**src/rtl/pcma_pkg.sv**
```systemverilog
// ----------------------------------------------------------------------------
// pcma_pkg
// Shared types, widths and constants of the PID / clamp / moving-average core.
// ----------------------------------------------------------------------------
`default_nettype none

package pcma_pkg;

    // ring depth and derived widths
    localparam int MAX_WINDOW = 16;
    localparam int IDX_W      = (MAX_WINDOW > 1) ? $clog2(MAX_WINDOW) : 1;
    localparam int LEN_W      = $clog2(MAX_WINDOW + 1);
    localparam int SUM_W      = 32 + IDX_W;

    // radix-16 restoring divider: four quotient bits per cycle
    localparam int DIV_STEPS  = 4;
    localparam int DIV_CYC    = (SUM_W + DIV_STEPS - 1) / DIV_STEPS;
    localparam int DIV_W      = DIV_CYC * DIV_STEPS;
    localparam int DIV_CNT_W  = (DIV_CYC > 1) ? $clog2(DIV_CYC) : 1;

    localparam logic [31:0] INT32_MAX  = 32'h7FFF_FFFF;
    localparam logic [31:0] INT32_MIN  = 32'h8000_0000;
    localparam logic [47:0] INT48_MAX  = 48'h7FFF_FFFF_FFFF;
    localparam logic [47:0] INT48_MIN  = 48'h8000_0000_0000;
    localparam logic [63:0] TERM_LIMIT = 64'h1000_0000_0000_0000;

    localparam int CFG_ADDR_W = 4;
    localparam int CFG_DATA_W = 32;

    typedef enum logic [CFG_ADDR_W-1:0] {
        REG_SETPOINT      = 4'd0,
        REG_KP            = 4'd1,
        REG_KI_SCALED     = 4'd2,
        REG_KD_SCALED     = 4'd3,
        REG_OUTPUT_OFFSET = 4'd4,
        REG_CLAMP_HI      = 4'd5,
        REG_CLAMP_LO      = 4'd6,
        REG_WINDOW_LENGTH = 4'd7
    } cfg_idx_t;

    typedef struct packed {
        logic signed [31:0] setpoint;
        logic signed [31:0] kp;
        logic signed [31:0] ki_scaled;
        logic signed [31:0] kd_scaled;
        logic signed [31:0] output_offset;
        logic signed [31:0] clamp_hi;
        logic signed [31:0] clamp_lo;
        logic        [4:0]  window_length;
    } cfg_t;

    typedef enum logic [3:0] {
        ST_IDLE,
        ST_ERR,
        ST_INTEG,
        ST_OPND,
        ST_MUL_LO,
        ST_MUL_HI,
        ST_MAG,
        ST_ACC,
        ST_CLAMP,
        ST_WRITE,
        ST_SUM,
        ST_DIV_SET,
        ST_DIV,
        ST_DONE
    } state_t;

    typedef enum logic [1:0] {
        TERM_P,
        TERM_I,
        TERM_D
    } term_t;

    typedef struct packed {
        logic  capture;
        logic  calc_err;
        logic  calc_integ;
        logic  load_opnd;
        logic  mul_lo;
        logic  mul_hi;
        logic  calc_mag;
        logic  accum;
        term_t term;
        logic  clamp;
        logic  ring_write;
        logic  sum_step;
        logic  div_set;
        logic  div_step;
        logic  load_out;
    } cmd_t;

    typedef struct packed {
        logic sum_last;
        logic div_last;
    } sts_t;

endpackage

`default_nettype wire

```
**src/rtl/pcma_ctrl.sv**
```systemverilog
// ----------------------------------------------------------------------------
// pcma_ctrl
// Sequencer: steps the datapath through one request and owns the result valid.
// ----------------------------------------------------------------------------
`default_nettype none

module pcma_ctrl (
    input  wire logic     aclk,
    input  wire logic     aresetn,
    input  wire logic     s_valid,
    output logic          s_ready,
    output logic          m_valid,
    input  wire logic     m_ready,
    input  wire pcma_pkg::sts_t sts,
    output pcma_pkg::cmd_t cmd
);

    pcma_pkg::state_t state_reg, state_next;
    pcma_pkg::term_t  term_reg, term_next;
    logic             m_valid_reg, m_valid_next;
    logic             out_free;

    assign out_free = !m_valid_reg || m_ready;

    // next state
    always_comb begin
        state_next = state_reg;
        term_next  = term_reg;
        case (state_reg)
            pcma_pkg::ST_IDLE:    if (s_valid) state_next = pcma_pkg::ST_ERR;
            pcma_pkg::ST_ERR: begin
                state_next = pcma_pkg::ST_INTEG;
                term_next  = pcma_pkg::TERM_P;
            end
            pcma_pkg::ST_INTEG:   state_next = pcma_pkg::ST_OPND;
            pcma_pkg::ST_OPND:    state_next = pcma_pkg::ST_MUL_LO;
            pcma_pkg::ST_MUL_LO:  state_next = pcma_pkg::ST_MUL_HI;
            pcma_pkg::ST_MUL_HI:  state_next = pcma_pkg::ST_MAG;
            pcma_pkg::ST_MAG:     state_next = pcma_pkg::ST_ACC;
            pcma_pkg::ST_ACC: begin
                case (term_reg)
                    pcma_pkg::TERM_P: begin
                        term_next  = pcma_pkg::TERM_I;
                        state_next = pcma_pkg::ST_OPND;
                    end
                    pcma_pkg::TERM_I: begin
                        term_next  = pcma_pkg::TERM_D;
                        state_next = pcma_pkg::ST_OPND;
                    end
                    default: state_next = pcma_pkg::ST_CLAMP;
                endcase
            end
            pcma_pkg::ST_CLAMP:   state_next = pcma_pkg::ST_WRITE;
            pcma_pkg::ST_WRITE:   state_next = pcma_pkg::ST_SUM;
            pcma_pkg::ST_SUM:     if (sts.sum_last) state_next = pcma_pkg::ST_DIV_SET;
            pcma_pkg::ST_DIV_SET: state_next = pcma_pkg::ST_DIV;
            pcma_pkg::ST_DIV:     if (sts.div_last) state_next = pcma_pkg::ST_DONE;
            pcma_pkg::ST_DONE:    if (out_free) state_next = pcma_pkg::ST_IDLE;
            default:              state_next = pcma_pkg::ST_IDLE;
        endcase
    end

    // outputs
    always_comb begin
        cmd      = '0;
        cmd.term = term_reg;
        s_ready  = 1'b0;
        case (state_reg)
            pcma_pkg::ST_IDLE: begin
                s_ready     = 1'b1;
                cmd.capture = s_valid;
            end
            pcma_pkg::ST_ERR:     cmd.calc_err   = 1'b1;
            pcma_pkg::ST_INTEG:   cmd.calc_integ = 1'b1;
            pcma_pkg::ST_OPND:    cmd.load_opnd  = 1'b1;
            pcma_pkg::ST_MUL_LO:  cmd.mul_lo     = 1'b1;
            pcma_pkg::ST_MUL_HI:  cmd.mul_hi     = 1'b1;
            pcma_pkg::ST_MAG:     cmd.calc_mag   = 1'b1;
            pcma_pkg::ST_ACC:     cmd.accum      = 1'b1;
            pcma_pkg::ST_CLAMP:   cmd.clamp      = 1'b1;
            pcma_pkg::ST_WRITE:   cmd.ring_write = 1'b1;
            pcma_pkg::ST_SUM:     cmd.sum_step   = 1'b1;
            pcma_pkg::ST_DIV_SET: cmd.div_set    = 1'b1;
            pcma_pkg::ST_DIV:     cmd.div_step   = 1'b1;
            pcma_pkg::ST_DONE:    cmd.load_out   = out_free;
            default: ;
        endcase
    end

    always_comb begin
        m_valid_next = m_valid_reg;
        if (cmd.load_out)
            m_valid_next = 1'b1;
        else if (m_ready)
            m_valid_next = 1'b0;
    end

    always_ff @(posedge aclk) begin
        if (!aresetn) begin
            state_reg   <= pcma_pkg::ST_IDLE;
            term_reg    <= pcma_pkg::TERM_P;
            m_valid_reg <= 1'b0;
        end else begin
            state_reg   <= state_next;
            term_reg    <= term_next;
            m_valid_reg <= m_valid_next;
        end
    end

    assign m_valid = m_valid_reg;

    // a pending result is never overwritten
    a_no_overwrite: assert property (@(posedge aclk) disable iff (!aresetn)
        cmd.load_out |-> (!m_valid_reg || m_ready))
        else $error("result register loaded while previous result pending");

    a_accept_starts: assert property (@(posedge aclk) disable iff (!aresetn)
        (s_valid && s_ready) |=> (state_reg == pcma_pkg::ST_ERR))
        else $error("accepted request did not start the sequence");

    a_busy_not_ready: assert property (@(posedge aclk) disable iff (!aresetn)
        (state_reg != pcma_pkg::ST_IDLE) |-> !s_ready)
        else $error("input ready while a request is in flight");

    a_three_terms: assert property (@(posedge aclk) disable iff (!aresetn)
        (state_reg == pcma_pkg::ST_ACC && term_reg == pcma_pkg::TERM_D)
        |=> (state_reg == pcma_pkg::ST_CLAMP))
        else $error("clamp not reached after derivative term");

endmodule

`default_nettype wire

```
**config.mk**
```make
export PLATFORM = sky130hd
export DESIGN_NAME = pcma_ctrl
export DESIGN_NICKNAME = d
export VERILOG_FILES = /design/src/rtl/pcma_pkg.sv /design/src/rtl/pcma_ctrl.sv
export SDC_FILE = /design/constraint.sdc
export NUM_CORES = 1
export LEC_CHECK = 0
export ABC_AREA = 1
export BUFFER_PORTS_ARGS = -buffer_cell sky130_fd_sc_hd__buf_2
export CORE_MARGIN = 2
export CORE_UTILIZATION = 37
export DETAILED_ROUTE_END_ITERATION = 7
export PLACE_DENSITY = 0.69
export SYNTH_ARGS = -nofsm -noshare
export SYNTH_HDL_FRONTEND = slang
export SYNTH_SLANG_ARGS = --single-unit
```
**constraint.sdc**
```tcl
create_clock -name aclk -period 1.2 [get_ports aclk]
set_clock_uncertainty 0.1 [all_clocks]
set_input_delay 0.12 -clock aclk [delete_from_list [all_inputs] [get_ports aclk]]
set_output_delay 0.12 -clock aclk [all_outputs]
set_load 0.02 [all_outputs]
```
## Word level (Yosys, flattened, before mapping)

Cells that the tools add are included.
W data, S select, Z words.

- RAM bits: 0
- Word-level logic and storage cells: 56
- Latch bits: 0
- Bits in read-only memories: 0
- Bits in registers: 7
- Memories: 0

- $mul: 0
- Shifts and indexed selects: 0
- $add $sub $neg: 0
- Order comparisons: 0
- Bitwise gates (word level): 0
- Equality and inequality tests: 19
- Mux-type cells: 25
- Div/mod/pow operators: 0
- Reduce and logical (&&, ||, !) cells: 9

Operator list:

| kind | number |
|---|---|
| $pmux W4 S14 | 1 |
| $eq A4 B4 Y1 const B | 6 |
| $mux W4 | 5 |
| $mux W1 | 17 |
| $eq A4 B3 Y1 const B | 4 |
| $eq A4 B2 Y1 const B | 2 |
| $ne A2 B2 Y1 const B | 4 |
| $pmux W2 S2 | 2 |
| $eq A4 B1 Y1 const B | 1 |
| $logic_not A4 Y1 | 1 |
| $reduce_and A4 Y1 | 1 |
| $reduce_bool A2 Y1 | 2 |
| $ne A3 B1 Y1 const B | 1 |
| $eq A2 B1 Y1 const B | 1 |
| $logic_not A2 Y1 | 1 |
| $reduce_and A2 Y1 | 1 |
| $reduce_or A2 Y1 | 1 |
| $logic_not A1 Y1 | 1 |
| $logic_or A1 B1 Y1 | 1 |

## Longest topological paths before layout

- Depth in word-level cells: 4
- Depth in mapped cells: 8
- Gate-level depth less buffers: 8

## Worst setup path before layout

Ideal clock, no wire load.

- Path type: flip-flop to output port
- From: reg state_reg[0]
- To: out cmd[15] (netlist name)
- Stages on the path, launching flop included: 4
- Buffers on the path: 0
- Data arrival time: 1.202 ns
- Path slack: -0.222 ns
- Cell sequence: dfxtp_1 nor2_1 inv_1 nor3_1

RTL lines:

| what | RTL line | RTL |
|---|---|---|
| start: declaration | pcma_ctrl.sv:18 | `pcma_pkg::state_t state_reg, state_next;` |
| start signal: assignment | pcma_ctrl.sv:100 | `state_reg <= pcma_pkg::ST_IDLE;` |
| start signal: assignment | pcma_ctrl.sv:104 | `state_reg <= state_next;` |
| end: declaration | pcma_ctrl.sv:15 | `output pcma_pkg::cmd_t cmd` |

==> impl_metrics.csv <==
group,metric,value,unit
yosys,yosysSeqAreaShare,0.277,
timing,rsz0062_at_grt,"yes",
global_route,grt.overflow.total,0,
yosys,yosysWarnings,0,
floorplan,initial_core_util,0.394,
yosys,synth-simple-area-share,0.467,
run_status,status,"finished, violations left",
pwr,leakage,0.534,nW
timing,max_freq,0.693,GHz
yosys,synth-xor-area-share,0,
yosys,synth_nets,89,
clocking,cts_buffers,3,
yosys,yosys.area_share.adder,0,
timing,period_share,1.20,
pwr,peakVddDrop,0.000731,V
cells_and_area,drive_gt1_frac,0.705,
yosys,synth.avg_cell_area,6.11,um^2
clocking,cts_tree,"yes",
cells_and_area,largest_reg_flops,4,
timing,relSlewSlack,0.737,
yosys,synth.distinct_cells,16,
global_route,grt_pass1_wl,2.76,mm
cells_and_area,area_growth_syn_to_layout,117,%
global_route,grt_max_degree,7,
timing,tightest_slew,0.394,ns
placement,gp_congestion,0.840,
worst_setup_path,worstSetupPathType,"reg2out",
global_route,gr-usage-all-layers,0.251,
min_path,hp-class,"in2reg",
clocking,clock-sinks,7,
yosys,syn_area,507,um^2
yosys,syn-instance-count,83,
clocking,insertion_delay,0.25,ns
run_status,violations,"negative setup slack",
yosys,synth-seq-cells,7,
route,drt_iter0_markers,40,
timing,period_needed,1.44,ns
floorplan,top_level_ports,24,
cells_and_area,fillers,57,
worst_setup_path,cp_data_required_time,0.98,ns
yosys,synth_compound_area_frac,0.116,
worst_setup_path,critPathCaptureType,"output port",
pwr,total_power,0.000876,W
route,wl_per_cell,16.6,um
yosys,synthMuxAreaShare,0,
route,drt_first_pass_iters,5,
route,dr_total_vias,810,
clocking,cts_root_buffer,"clkbuf_4",
placement,dpl.hpwl,1.10,mm
timing,hold_slack,0.0472,ns
clocking,clk_path_buf_depth,2,
floorplan,num_rows,13,
clocking,h-tree-depth,1,
timing,maxSlewViolCount,0,
route,drt_wl_total,2.43,mm
route,ant_nets,0,
timing,fin_ws,-0.243,ns
worst_setup_path,cp-start-kind,"flop",
timing,setup_viol_count_final,21,
placement,place.port_buffers,23,
floorplan,die_y,41.0,um
yosys,synth_top_family_by_area,"simple AND/OR/NAND/NOR gates",
clocking,clk_pin_slew,0.05,ns
worst_setup_path,cp.arrival,1.22,ns
floorplan,coreArea,1280,um^2
global_route,grt_pass1_vias,686,
run,cap_violations,0,
pwr,powerDensity,795,nW/um^2
cells_and_area,diodes,0,
cells_and_area,nNetsFinal,139,
floorplan,die-area,1680,um^2
route,remaining_drc_errors,0,
floorplan,dieWidth,41.0,um
global_route,antenna_found_initial,0,
placement,dp_slack,-0.0629,ns
worst_setup_path,cp_max_fo,6,
timing,hold_viol,0,
route,via_per_inst,5.51,
[final timing paths]
path	startpoint	slack [ns]	depth (start not counted)	endpoint
setup reg to reg	state_reg[3]	-0.19	8	state_reg[0]
hold reg to reg	term_reg[0]	0.36	2	term_reg[0]
setup / recovery	state_reg[2]	-0.24	4	cmd[15]
hold / removal	aresetn	0.05	3	term_reg[0]
[synthesized netlist by cell type]
library cell / n / share of area
nor2_4: 2 / 0.044
a21oi_1: 3 / 0.030
nor2_1: 16 / 0.12
nand3_1: 9 / 0.089
inv_1: 16 / 0.12
nand3_2: 1 / 0.020
nor3_1: 2 / 0.020
inv_2: 1 / 0.0074
o21bai_1: 1 / 0.015
o21ai_1: 2 / 0.020
dfxtp_1: 7 / 0.28
nor2_2: 1 / 0.012
buf_4: 1 / 0.015
a21oi_2: 3 / 0.052
nand2_2: 6 / 0.074
nand2_1: 12 / 0.089
[kinds of logic after synthesis]
group / Yosys count
AND/OR/NAND/NOR: 49
buffers and inverters: 18
AO/OA/AOI/OAI: 9
flip-flops: 7
[metrics by stage]
stage               setup TNS, ns   util  cell area (um^2)  instances
floorplan                 -0.0571      -               517         83
global placement           -0.173  0.571               733        132
finish                      -3.42  0.857              1100        147
CTS                         -2.35  0.779              1000        143
global route                -4.21  0.857              1100        147
detailed placement         -0.175  0.571               733        132
[final cells by class]
type                            instances  area (um^2)  share of cell area
Multi-Input combinational cell         58          442               0.401
Timing Repair Buffer                   46          385               0.350
Sequential cell                         7          155               0.141
Inverter                               17         73.8              0.0670
Clock buffer                            4         26.3              0.0239
Tap cell                               15         18.8              0.0170
[routing by layer]
layer	GRT usage	wire length (um)	up-vias	part of all wire
met5	0	0	-	0
met2	0.484	1260	60	0.52
met1	0.251	914	379	0.38
li1	-	-	355	-
met3	0.0489	169	16	0.069
met4	0.117	89	0	0.037
[power by group]
part / internal (W) / switching (W) / leakage [nW]
Clock: 0.000127 / 0.0000918 / 0.0150
Sequential: 0.000242 / 0.0000290 / 0.0597
Combinational: 0.000175 / 0.000211 / 0.460
Total: 0.000544 / 0.000332 / 0.534
[timing repair]
| action | in CTS | in global routing |
|---|---|---|
| hold buffers | 0 | 0 |
| setup endpoints to repair | 18 | 20 |
| gates resized for setup | 63 | 19 |
| buffers inserted | 7 | 4 |
| pin swaps | 12 | 6 |
[worst max-delay path: stages, from the launching register on]
cell and delay, ns:
dfxtp_4 0.39, nor2_4 0.15, inv_2 0.09, nor3_2 0.17, buf_4 0.16
[cells in the final DEF, fill, tap and decap left out, drive strengths merged]
cell	count
nor2	19
nand2	18
a21oi	6
clkbuf	4
nor3	2
o21bai	1
dfxtp	7
nand3	10
inv	17
buf	46
o21ai	2
No activity file was read; power rests on OpenSTA's default activity.
