## config.mk

```make
export PLATFORM = sky130hd
export DESIGN_NAME = pcma_cfg_regs
export DESIGN_NICKNAME = d
export VERILOG_FILES = /design/src/rtl/pcma_pkg.sv /design/src/rtl/pcma_cfg_regs.sv
export SDC_FILE = /design/constraint.sdc
export NUM_CORES = 1
export LEC_CHECK = 0
export ABC_AREA = 1
export BUFFER_PORTS_ARGS = -buffer_cell sky130_fd_sc_hd__buf_2
export CAP_MARGIN = 15
export CORE_UTILIZATION = 55
export CTS_CLUSTER_DIAMETER = 40
export DETAILED_ROUTE_END_ITERATION = 6
export PLACE_DENSITY = 0.94
export REMOVE_ABC_BUFFERS = 1
export SLEW_MARGIN = 30
export SYNTH_ARGS = -nofsm -noshare
export SYNTH_HDL_FRONTEND = slang
export SYNTH_SLANG_ARGS = --single-unit
```

## constraint.sdc

```tcl
create_clock -name aclk -period 2.47 [get_ports aclk]
set_input_delay 0.1235 -clock aclk [delete_from_list [all_inputs] [get_ports aclk]]
set_output_delay 0.1235 -clock aclk [all_outputs]
set_load 0.02 [all_outputs]
```

## src/rtl/pcma_pkg.sv

```systemverilog
// ----------------------------------------------------------------------------
// pcma_pkg
// Shared types, widths and constants of the PID / clamp / moving-average core.
// ----------------------------------------------------------------------------
`default_nettype none

package pcma_pkg;

    // ring depth and derived widths
    localparam int MAX_WINDOW = 16;
    localparam int IDX_W      = (MAX_WINDOW > 1) ? $clog2(MAX_WINDOW) : 1;
    localparam int LEN_W      = $clog2(MAX_WINDOW + 1);
    localparam int SUM_W      = 32 + IDX_W;

    // radix-16 restoring divider: four quotient bits per cycle
    localparam int DIV_STEPS  = 4;
    localparam int DIV_CYC    = (SUM_W + DIV_STEPS - 1) / DIV_STEPS;
    localparam int DIV_W      = DIV_CYC * DIV_STEPS;
    localparam int DIV_CNT_W  = (DIV_CYC > 1) ? $clog2(DIV_CYC) : 1;

    localparam logic [31:0] INT32_MAX  = 32'h7FFF_FFFF;
    localparam logic [31:0] INT32_MIN  = 32'h8000_0000;
    localparam logic [47:0] INT48_MAX  = 48'h7FFF_FFFF_FFFF;
    localparam logic [47:0] INT48_MIN  = 48'h8000_0000_0000;
    localparam logic [63:0] TERM_LIMIT = 64'h1000_0000_0000_0000;

    localparam int CFG_ADDR_W = 4;
    localparam int CFG_DATA_W = 32;

    typedef enum logic [CFG_ADDR_W-1:0] {
        REG_SETPOINT      = 4'd0,
        REG_KP            = 4'd1,
        REG_KI_SCALED     = 4'd2,
        REG_KD_SCALED     = 4'd3,
        REG_OUTPUT_OFFSET = 4'd4,
        REG_CLAMP_HI      = 4'd5,
        REG_CLAMP_LO      = 4'd6,
        REG_WINDOW_LENGTH = 4'd7
    } cfg_idx_t;

    typedef struct packed {
        logic signed [31:0] setpoint;
        logic signed [31:0] kp;
        logic signed [31:0] ki_scaled;
        logic signed [31:0] kd_scaled;
        logic signed [31:0] output_offset;
        logic signed [31:0] clamp_hi;
        logic signed [31:0] clamp_lo;
        logic        [4:0]  window_length;
    } cfg_t;

    typedef enum logic [3:0] {
        ST_IDLE,
        ST_ERR,
        ST_INTEG,
        ST_OPND,
        ST_MUL_LO,
        ST_MUL_HI,
        ST_MAG,
        ST_ACC,
        ST_CLAMP,
        ST_WRITE,
        ST_SUM,
        ST_DIV_SET,
        ST_DIV,
        ST_DONE
    } state_t;

    typedef enum logic [1:0] {
        TERM_P,
        TERM_I,
        TERM_D
    } term_t;

    typedef struct packed {
        logic  capture;
        logic  calc_err;
        logic  calc_integ;
        logic  load_opnd;
        logic  mul_lo;
        logic  mul_hi;
        logic  calc_mag;
        logic  accum;
        term_t term;
        logic  clamp;
        logic  ring_write;
        logic  sum_step;
        logic  div_set;
        logic  div_step;
        logic  load_out;
    } cmd_t;

    typedef struct packed {
        logic sum_last;
        logic div_last;
    } sts_t;

endpackage

`default_nettype wire

```

## src/rtl/pcma_cfg_regs.sv

```systemverilog
// ----------------------------------------------------------------------------
// pcma_cfg_regs
// Configuration register file, write-only, with reset defaults.
// ----------------------------------------------------------------------------
`default_nettype none

module pcma_cfg_regs (
    input  wire logic                              aclk,
    input  wire logic                              aresetn,
    input  wire logic                              cfg_we,
    input  wire logic [pcma_pkg::CFG_ADDR_W-1:0]   cfg_addr,
    input  wire logic [pcma_pkg::CFG_DATA_W-1:0]   cfg_wdata,
    output pcma_pkg::cfg_t                         cfg
);

    pcma_pkg::cfg_t cfg_reg;
    pcma_pkg::cfg_t cfg_next;

    always_comb begin
        cfg_next = cfg_reg;
        if (cfg_we) begin
            case (cfg_addr)
                pcma_pkg::REG_SETPOINT:      cfg_next.setpoint      = cfg_wdata;
                pcma_pkg::REG_KP:            cfg_next.kp            = cfg_wdata;
                pcma_pkg::REG_KI_SCALED:     cfg_next.ki_scaled     = cfg_wdata;
                pcma_pkg::REG_KD_SCALED:     cfg_next.kd_scaled     = cfg_wdata;
                pcma_pkg::REG_OUTPUT_OFFSET: cfg_next.output_offset = cfg_wdata;
                pcma_pkg::REG_CLAMP_HI:      cfg_next.clamp_hi      = cfg_wdata;
                pcma_pkg::REG_CLAMP_LO:      cfg_next.clamp_lo      = cfg_wdata;
                pcma_pkg::REG_WINDOW_LENGTH: cfg_next.window_length = cfg_wdata[4:0];
                default: ;  // unknown index: ignored
            endcase
        end
    end

    always_ff @(posedge aclk) begin
        if (!aresetn) begin
            cfg_reg.setpoint      <= 32'sd0;
            cfg_reg.kp            <= 32'sd655;
            cfg_reg.ki_scaled     <= 32'sd0;
            cfg_reg.kd_scaled     <= 32'sd6554;
            cfg_reg.output_offset <= 32'sd0;
            cfg_reg.clamp_hi      <= 32'sd1311;
            cfg_reg.clamp_lo      <= -32'sd1311;
            cfg_reg.window_length <= 5'd10;
        end else begin
            cfg_reg <= cfg_next;
        end
    end

    assign cfg = cfg_reg;

endmodule

`default_nettype wire

```

---- Word level (Yosys, flattened, before mapping) ----
Index checks and enable logic that the tools add are counted.
word-level totals
  flip-flop bits (word level) ............. 229
  bits of input ports ..................... 39
  output and inout port bits .............. 229
  logic and storage cells ................. 24
cells by class
  equality and inequality tests ........... 7
  reduce and logical (&&, ||, !) cells .... 9
operator list
  cell                                                 count
  equality test 4 x 3 -> 1 bit, second input constant  4
  AND reduction 2 bit                                  8
  equality test 4 x 2 -> 1 bit, second input constant  2
  equality test 4 x 1 -> 1 bit, second input constant  1
  logical NOT 4 bit                                    1

---- Depth between registers and ports, before layout ----
Gate-level depths: netlist of the first run.
  word-level depth ........................ 2
  depth in mapped cells ................... 7
  gate-level depth less buffers ........... 6

---- Worst setup path after synthesis of the first run ----
Ideal clock, no wire load.
  path type ............................... in2reg
  start point ............................. input port cfg_we
  end point ............................... register cfg_reg (netlist bit cfg[16])
  library setup time ...................... 0.134 ns
  arrival time ............................ 0.890 ns
  required time ........................... 2.336 ns
  path slack .............................. 1.446 ns
  cell stages on the path ................. 7
  buffers on the path ..................... 2
  path through ............................ buf_2 > nand3_4 > inv_1 > nand2_2 > buf_2 > nand2_1 > nand3_1
on the way
  longest elaborated chain between the ends .. 1
ends and longest elaborated chain
  element                        line                 text
  start, declared                pcma_cfg_regs.sv:10  input wire logic cfg_we,
  AND reduction 2 bit (no line)  --
  end signal, assigned           pcma_cfg_regs.sv:47  cfg_reg <= cfg_next;
  end, declared                  pcma_cfg_regs.sv:16  pcma_pkg::cfg_t cfg_reg;
Every way passes these cells.
A chain may end at the register's enable or synchronous reset.

---- Final worst setup path of the first run ----
  start point ............................. input port cfg_addr[3] in the netlist's numbering
  end point ............................... register cfg_reg (netlist bit cfg[31])
on the way
  longest elaborated chain between the ends .. 2
ends and longest elaborated chain
  element                        line                 text
  start, declared                pcma_cfg_regs.sv:11  input wire logic [pcma_pkg::CFG_ADDR_W-1:0] cfg_addr,
  equality test 4 x 3 -> 1 bit   pcma_cfg_regs.sv:22  case (cfg_addr)
  AND reduction 2 bit (no line)  --
Every way passes these cells.

==> results.json, run 1 <==
{
  "synth-xor-area-share": 0,
  "num_antenna_cells": 0,
  "synth-seq-cells": 229,
  "core-area_mm2": 0.0159,
  "synth_top_family_by_area": "simple AND/OR/NAND/NOR gates",
  "synthDistinctLibCells": 18,
  "placed_area_mm2": 0.0104,
  "vias": 9470,
  "clock.fmax_mhz": 632,
  "start_util": 0.563,
  "die_h_um": 130,
  "routedWlPerCell_um": 15.6,
  "place_congestion": 0.828,
  "cts_buffers": 28,
  "cts.sinks": 229,
  "post-cts-setup-buffers": 0,
  "synthTopCellsByArea": "dfxtp_1, nand2_1, nor2_1",
  "netlist_instances": 1293,
  "grt_max_degree": 89,
  "max-slew-margin-rel": 0.490,
  "r2r-start": "cfg[36]$_SDFFE_PN1P_",
  "holdBufCountCts": 39,
  "finalWorstSetupSlack_ns": 0.887,
  "track_usage": 0.331,
  "endpoint_kind": "flop",
  "synth-edff-count": 0,
  "yosys-top-cells-count": "nand2_1, nor2_1, dfxtp_1",
  "synth.cell_area_mm2": 0.00895,
  "rsz0062_at_grt": "false",
  "finish.instance_area_mm2": 0.0118,
  "synth_largest_area_cell": "dfxtp_1",
  "r2r_end": "cfg[36]$_SDFFE_PN1P_",
  "crit_slowest_cell": "dlygate4sd3_1",
  "synthMuxAreaShare": 0,
  "post-route-min-period_ns": 1.58,
  "overflow": 0,
  "critPathMaxFanout": 26,
  "cts-root-buf": "clkbuf_16",
  "fillerInstances": 1127,
  "maxCapViolations": 0,
  "layout-drive-gt1-share": 0.219,
  "synth_flop_cell": "dfxtp_1",
  "maxSlewViolCount": 0,
  "powerDensity_mw_per_mm2": 764,
  "netSwitchingFraction": 0.243,
  "hold_end": "cfg[3]$_SDFFE_PN1P_",
  "synthAdderAreaFrac": 0,
  "yosys.area_share.simple": 0.403,
  "drc": 0,
  "h-tree-depth": 1,
  "critPathLaunchType": "primary input",
  "grt_first_pass_wirelength_um": 43800,
  "yosys.area.top_type_share": 0.512,
  "hold_path_depth": 6,
  "die_w_um": 130,
  "setup_tns_ns": 0,
  "antenna_found_initial": 0,
  "finalCritPeriodShare": 0.641,
  "routed_wl_um": 28200,
  "intPower_uw": 6820,
  "place_ws_ns": 0.728,
  "register_area_mm2": 0.00458,
  "largest_reg_flops": 229,
  "p_seq_frac": 0.424,
  "io_pins": 268,
  "status": "complete, no violations",
  "cp.required_ns": 2.88,
  "tightest_slew_ns": 0.762,
  "nets": 1607,
  "dp.cells": 1715,
  "path_cells": "buf_2 > inv_1 > nand3_4 > inv_1 > nand2_2 > nand2_1 > nand3_1 > dlygate4sd3_1",
  "final_antenna_net_count": 0,
  "insertion_delay_ns": 0.52,
  "tritoncts": "yes",
  "initialDrtViolationCount": 874,
  "hold_start": "cfg_addr[0]",
  "clk_pin_slew_ns": 0.06,
  "cpMostUsedCell": "inv_1",
  "r2r_slack_ns": 1.32,
  "path_class": "primary input to flop",
  "grt_pass1_vias": 8981,
  "yosysSeqAreaShare": 0.512,
  "multi_input_area_mm2": 0.00364,
  "final_cells": 1805,
  "vias_per_cell": 5.25,
  "synth_compound_area_frac": 0,
  "ff2ff_path_depth": 3,
  "yosysMostFrequentCell": "nand2_1",
  "pwr-share-comb": 0.080,
  "areaGrowthSynthToFinish_pct": 31.6,
  "irDropWorstVdd_mv": 0.524,
  "io_buffers": 267,
  "clockBufferDepth": 3,
  "hold_viol": 0,
  "hpwl_um": 16600,
  "die-area_mm2": 0.0168,
  "utilization": 0.741,
  "async_flop_share": 0,
  "p_clk_frac": 0.496,
  "cp_slowest_stage_delay_ns": 0.57,
  "num_rows": 46,
  "setup_violations": 0,
  "finalClockSkew_ns": 0,
  "cts_resized": 0,
  "leakagePower_uw": 0.00615,
  "p_switching_uw": 2190,
  "yosysWarnings": 0,
  "hp-class": "primary input to flop",
  "critical_path_arrival_ns": 2.00,
  "drtPass1Iterations": 5,
  "avgSynthCellArea_um2": 6.92
}
[worst max-delay path: cells and delay by family]
family / cells / cell delay, ns
simple gates: 4 / 0.92
buf+inv: 4 / 0.94
[final cells by class]
cell class | count | area share
clock buffers | 32 | 0.0634
clock inverters | 19 | 0.0233
inverters | 95 | 0.0303
multi-input cells | 890 | 0.309
flip-flops and latches | 229 | 0.389
well taps | 216 | 0.0229
repair buffers | 324 | 0.162
[power groups by stage]
| stage | clock (uW) | combinational (uW) | sequential [uW] |
|---|---|---|---|
| 2_1_floorplan | 0 | 241 | 4000 |
| 6_report | 4470 | 717 | 3820 |
| 3_5_place_dp | 0 | 650 | 3900 |
| 3_3_place_gp | 0 | 633 | 3890 |
| 4_1_cts | 4470 | 702 | 3820 |
| 5_1_grt | 4660 | 778 | 3830 |
[logic make-up (layout without fill, tap and decap cells)]
kind of cell,count (synthesis),count (layout)
AND/OR/NAND/NOR,890,890
flip-flops,229,229
buffers and inverters,174,470
[layout by cell type (no fill, tap or decap), types with 5 or more instances in the layout]
cell type / Yosys / routed
clkinv_2: 0 / 5
dlygate4sd3_1: 0 / 39
nand3_1: 50 / 49
inv_1: 93 / 93
dfxtp_1: 229 / 229
clkbuf_16: 0 / 29
bufinv_16: 0 / 6
buf_2: 36 / 266
nand4_1: 58 / 58
nand2_1: 406 / 406
nor2_1: 365 / 364
buf_4: 5 / 15
nor2_4: 3 / 8
[how the worst max path moves through the flow]
| stage | to | slack, ns | startpoint | depth (start not counted) |
|---|---|---|---|---|
| 6_report | cfg[31]$_SDFFE_PN1P_ | 0.89 | cfg_addr[3] | 8 |
| 3_3_place_gp | cfg[174]$_SDFFE_PN1P_ | 0.81 | cfg_addr[3] | 7 |
| 3_5_place_dp | cfg[165]$_SDFFE_PN1P_ | 0.73 | cfg_addr[3] | 7 |
| 5_1_grt | cfg[28]$_SDFFE_PN1P_ | 0.81 | cfg_addr[3] | 8 |
| 2_1_floorplan | cfg[102]$_SDFFE_PN1P_ | -0.17 | cfg_addr[3] | 5 |
| 4_1_cts | cfg[22]$_SDFFE_PN1P_ | 1.00 | cfg_addr[3] | 8 |
[metal layers]
metal	track usage	wire length (um)	up-vias
li1	-	-	4474
met1	0.352	10100	4279
met2	0.582	13700	563
met3	0.0797	2590	154
met4	0.227	1860	0
met5	0	0	-
[per-stage QoR]
step,hold slack [ns],total power (uW)
finish,0.134,9000
global route,0.160,9270
CTS,0.105,8990
detailed placement,0.390,4550
global placement,0.383,4530
floorplan,0.208,4240
Note: power is estimated with default switching activity, not from simulation.
==> inputs of run 2 (changes only) <==
Settings changed: ABC_AREA 1 to 0, CORE_UTILIZATION 55 to 46, PLACE_DENSITY 0.94 to 0.86.
Clock period 2.47 ns to 1.4 ns, I/O delays scaled along.
==> run 2 against run 1 <==
Sequential share of layout area grew 0.45 points. Hold slack worse by 0.082 ns. Largest cell class unchanged. Critical endpoint is now cfg[30]. Register-to-register slack got worse by 0.68 ns. First-iteration DRC count decreased by 65%. Non-clock buffer count rose by 19. Via count is 23% lower. Core utilization is 9.3 points lower. Highest routed layer unchanged.
==> results.json, run 2 <==
{
  "avgSynthCellArea_um2": 9.98,
  "cp_slowest_stage_delay_ns": 0.42,
  "grt_pass1_vias": 7215,
  "critPathLaunchType": "flop",
  "yosysSeqAreaShare": 0.542,
  "place_congestion": 0.799,
  "nets": 1198,
  "path_class": "flop to output port",
  "hp-class": "primary input to flop",
  "register_area_mm2": 0.00458,
  "layout-drive-gt1-share": 0.313,
  "p_switching_uw": 3540,
  "drtPass1Iterations": 5,
  "pwr-share-comb": 0.062,
  "vias_per_cell": 5.15,
  "routedWlPerCell_um": 17.5,
  "hold_viol": 0,
  "hold_end": "cfg[103]$_SDFFE_PN0P_",
  "fillerInstances": 1375,
  "intPower_uw": 11800,
  "finalWorstSetupSlack_ns": 0.172,
  "synth.cell_area_mm2": 0.00845,
  "grt_max_degree": 60,
  "synthTopCellsByArea": "dfxtp_1, mux2i_1, nand2_1",
  "cts-root-buf": "clkbuf_16",
  "clockBufferDepth": 3,
  "netlist_instances": 847,
  "maxCapViolations": 0,
  "cts_resized": 0,
  "finalPower_uw": 15300,
  "hold_start": "cfg_addr[1]",
  "yosys.area.top_type_share": 0.542,
  "tritoncts": "yes",
  "start_util": 0.471,
  "path_cells": "buf_2",
  "max-slew-margin-rel": 0.767,
  "core-area_mm2": 0.0180,
  "antenna_found_initial": 0,
  "final_cells": 1410,
  "die-area_mm2": 0.0189,
  "overflow": 0,
  "yosysWarnings": 0,
  "dp.cells": 1324,
  "multi_input_area_mm2": 0.00349,
  "insertion_delay_ns": 0.53,
  "areaGrowthSynthToFinish_pct": 37.7,
  "post-route-min-period_ns": 1.23,
  "die_w_um": 138,
  "r2r_slack_ns": 0.64,
  "num_rows": 49,
  "tightest_slew_ns": 0.348,
  "yosysMostFrequentCell": "dfxtp_1",
  "maxSlewViolCount": 0,
  "largest_reg_flops": 229,
  "crit_start": "cfg[30]$_SDFFE_PN1P_",
  "clock.fmax_mhz": 814,
  "leakagePower_uw": 0.00631,
  "vias": 7260,
  "r2r_end": "cfg[165]$_SDFFE_PN1P_",
  "irDropWorstVdd_mv": 0.955,
  "critPathMaxFanout": 2,
  "setup_violations": 0,
  "post-cts-setup-buffers": 0,
  "ff2ff_path_depth": 3,
  "io_buffers": 267,
  "place_ws_ns": 0.124,
  "num_antenna_cells": 0,
  "cts.sinks": 229,
  "grt_first_pass_wirelength_um": 36800,
  "finalClockSkew_ns": 0,
  "synth-edff-count": 0,
  "die_h_um": 138,
  "crit_slowest_cell": "dfxtp_1",
  "routed_wl_um": 24700,
  "p_clk_frac": 0.503,
  "powerDensity_mw_per_mm2": 1310,
  "p_seq_frac": 0.435,
  "status": "complete, no violations",
  "synth_flop_cell": "dfxtp_1",
  "final_antenna_net_count": 0,
  "synthDistinctLibCells": 20,
  "h-tree-depth": 1,
  "holdBufCountCts": 33,
  "track_usage": 0.250,
  "cp_top_family": "flip-flops",
  "netSwitchingFraction": 0.231,
  "drc": 0,
  "cp.required_ns": 1.33,
  "hpwl_um": 16400,
  "r2r-start": "cfg[165]$_SDFFE_PN1P_",
  "io_pins": 268,
  "yosys-top-cells-count": "dfxtp_1, nand2_1, mux2i_1",
  "initialDrtViolationCount": 303,
  "clk_pin_slew_ns": 0.06,
  "async_flop_share": 0,
  "layout_commonest_cell": "buf_2",
  "setup_tns_ns": 0,
  "endpoint_kind": "output port",
  "layout_common_cells": "buf_2, dfxtp_1, nand2_1",
  "rsz0062_at_grt": "false",
  "synth-seq-cells": 229,
  "critPathBufInv": 1,
  "hold_path_depth": 4,
  "finalCritPeriodShare": 0.877,
  "synth_largest_area_cell": "dfxtp_1",
  "critical_path_arrival_ns": 1.16,
  "cts_buffers": 29
}
run 2: cell count changes after synthesis, sizes merged, moves of 24 or more:
cell | before | now
nor2 | 372 | 1
mux2i | 0 | 190
nand2 | 407 | 219
inv | 95 | 22
nand4 | 58 | 0
a21oi | 0 | 34
nand3 | 52 | 24
buf | 59 | 35
run 2: how the worst max path moves through the flow:
stage                                       end  slack (ns)  cells past startpoint
after floorplan           cfg[100]$_SDFFE_PN0P_       -0.98                      3
after global placement    cfg[193]$_SDFFE_PN0P_        0.17                      6
after detailed placement  cfg[188]$_SDFFE_PN0P_        0.12                      6
after CTS                                cfg[0]        0.20                      1
after global routing       cfg[65]$_SDFFE_PN0P_        0.13                      5
final                                   cfg[30]        0.17                      1
run 2: power groups by stage:
| stage | sequential (uW) | combinational, uW | clock, uW |
|---|---|---|---|
| after floorplan | 6900 | 266 | 0 |
| after global placement | 6790 | 843 | 0 |
| after detailed placement | 6790 | 858 | 0 |
| after CTS | 6650 | 936 | 7770 |
| after global routing | 6660 | 1000 | 8090 |
| final | 6660 | 944 | 7700 |
run 2: metrics by stage:
stage | hold WS (ns) | area [um^2] | util
2_1_floorplan | 0.159 | 8140 | -
3_3_place_gp | 0.326 | 10300 | 0.573
3_5_place_dp | 0.337 | 10300 | 0.573
4_1_cts | 0.0432 | 11600 | 0.648
5_1_grt | 0.0749 | 11600 | 0.648
6_report | 0.0520 | 11600 | 0.648
run 2: cells by family after synthesis:
group                  synth area share
AOI/OAI and AO/OA                0.0397
buffers and inverters            0.0468
DFF                               0.542
muxes                             0.225
and+or+nand+nor                   0.146
run 2: area by class of cell:
| class | instances | share of cell area |
|---|---|---|
| Clock buffer | 35 | 0.0677 |
| Clock inverter | 18 | 0.0193 |
| Inverter | 22 | 0.00709 |
| Multi-Input combinational cell | 534 | 0.300 |
| Sequential cell | 229 | 0.394 |
| Tap cell | 229 | 0.0246 |
| Timing Repair Buffer | 343 | 0.188 |
run 2: layer usage:
metal / global-route usage / vias up / share of wire
li1: - / 3432 / -
met1: 0.286 / 3468 / 0.40
met2: 0.440 / 303 / 0.50
met3: 0.0681 / 57 / 0.081
met4: 0.0934 / 0 / 0.025
met5: 0 / - / 0
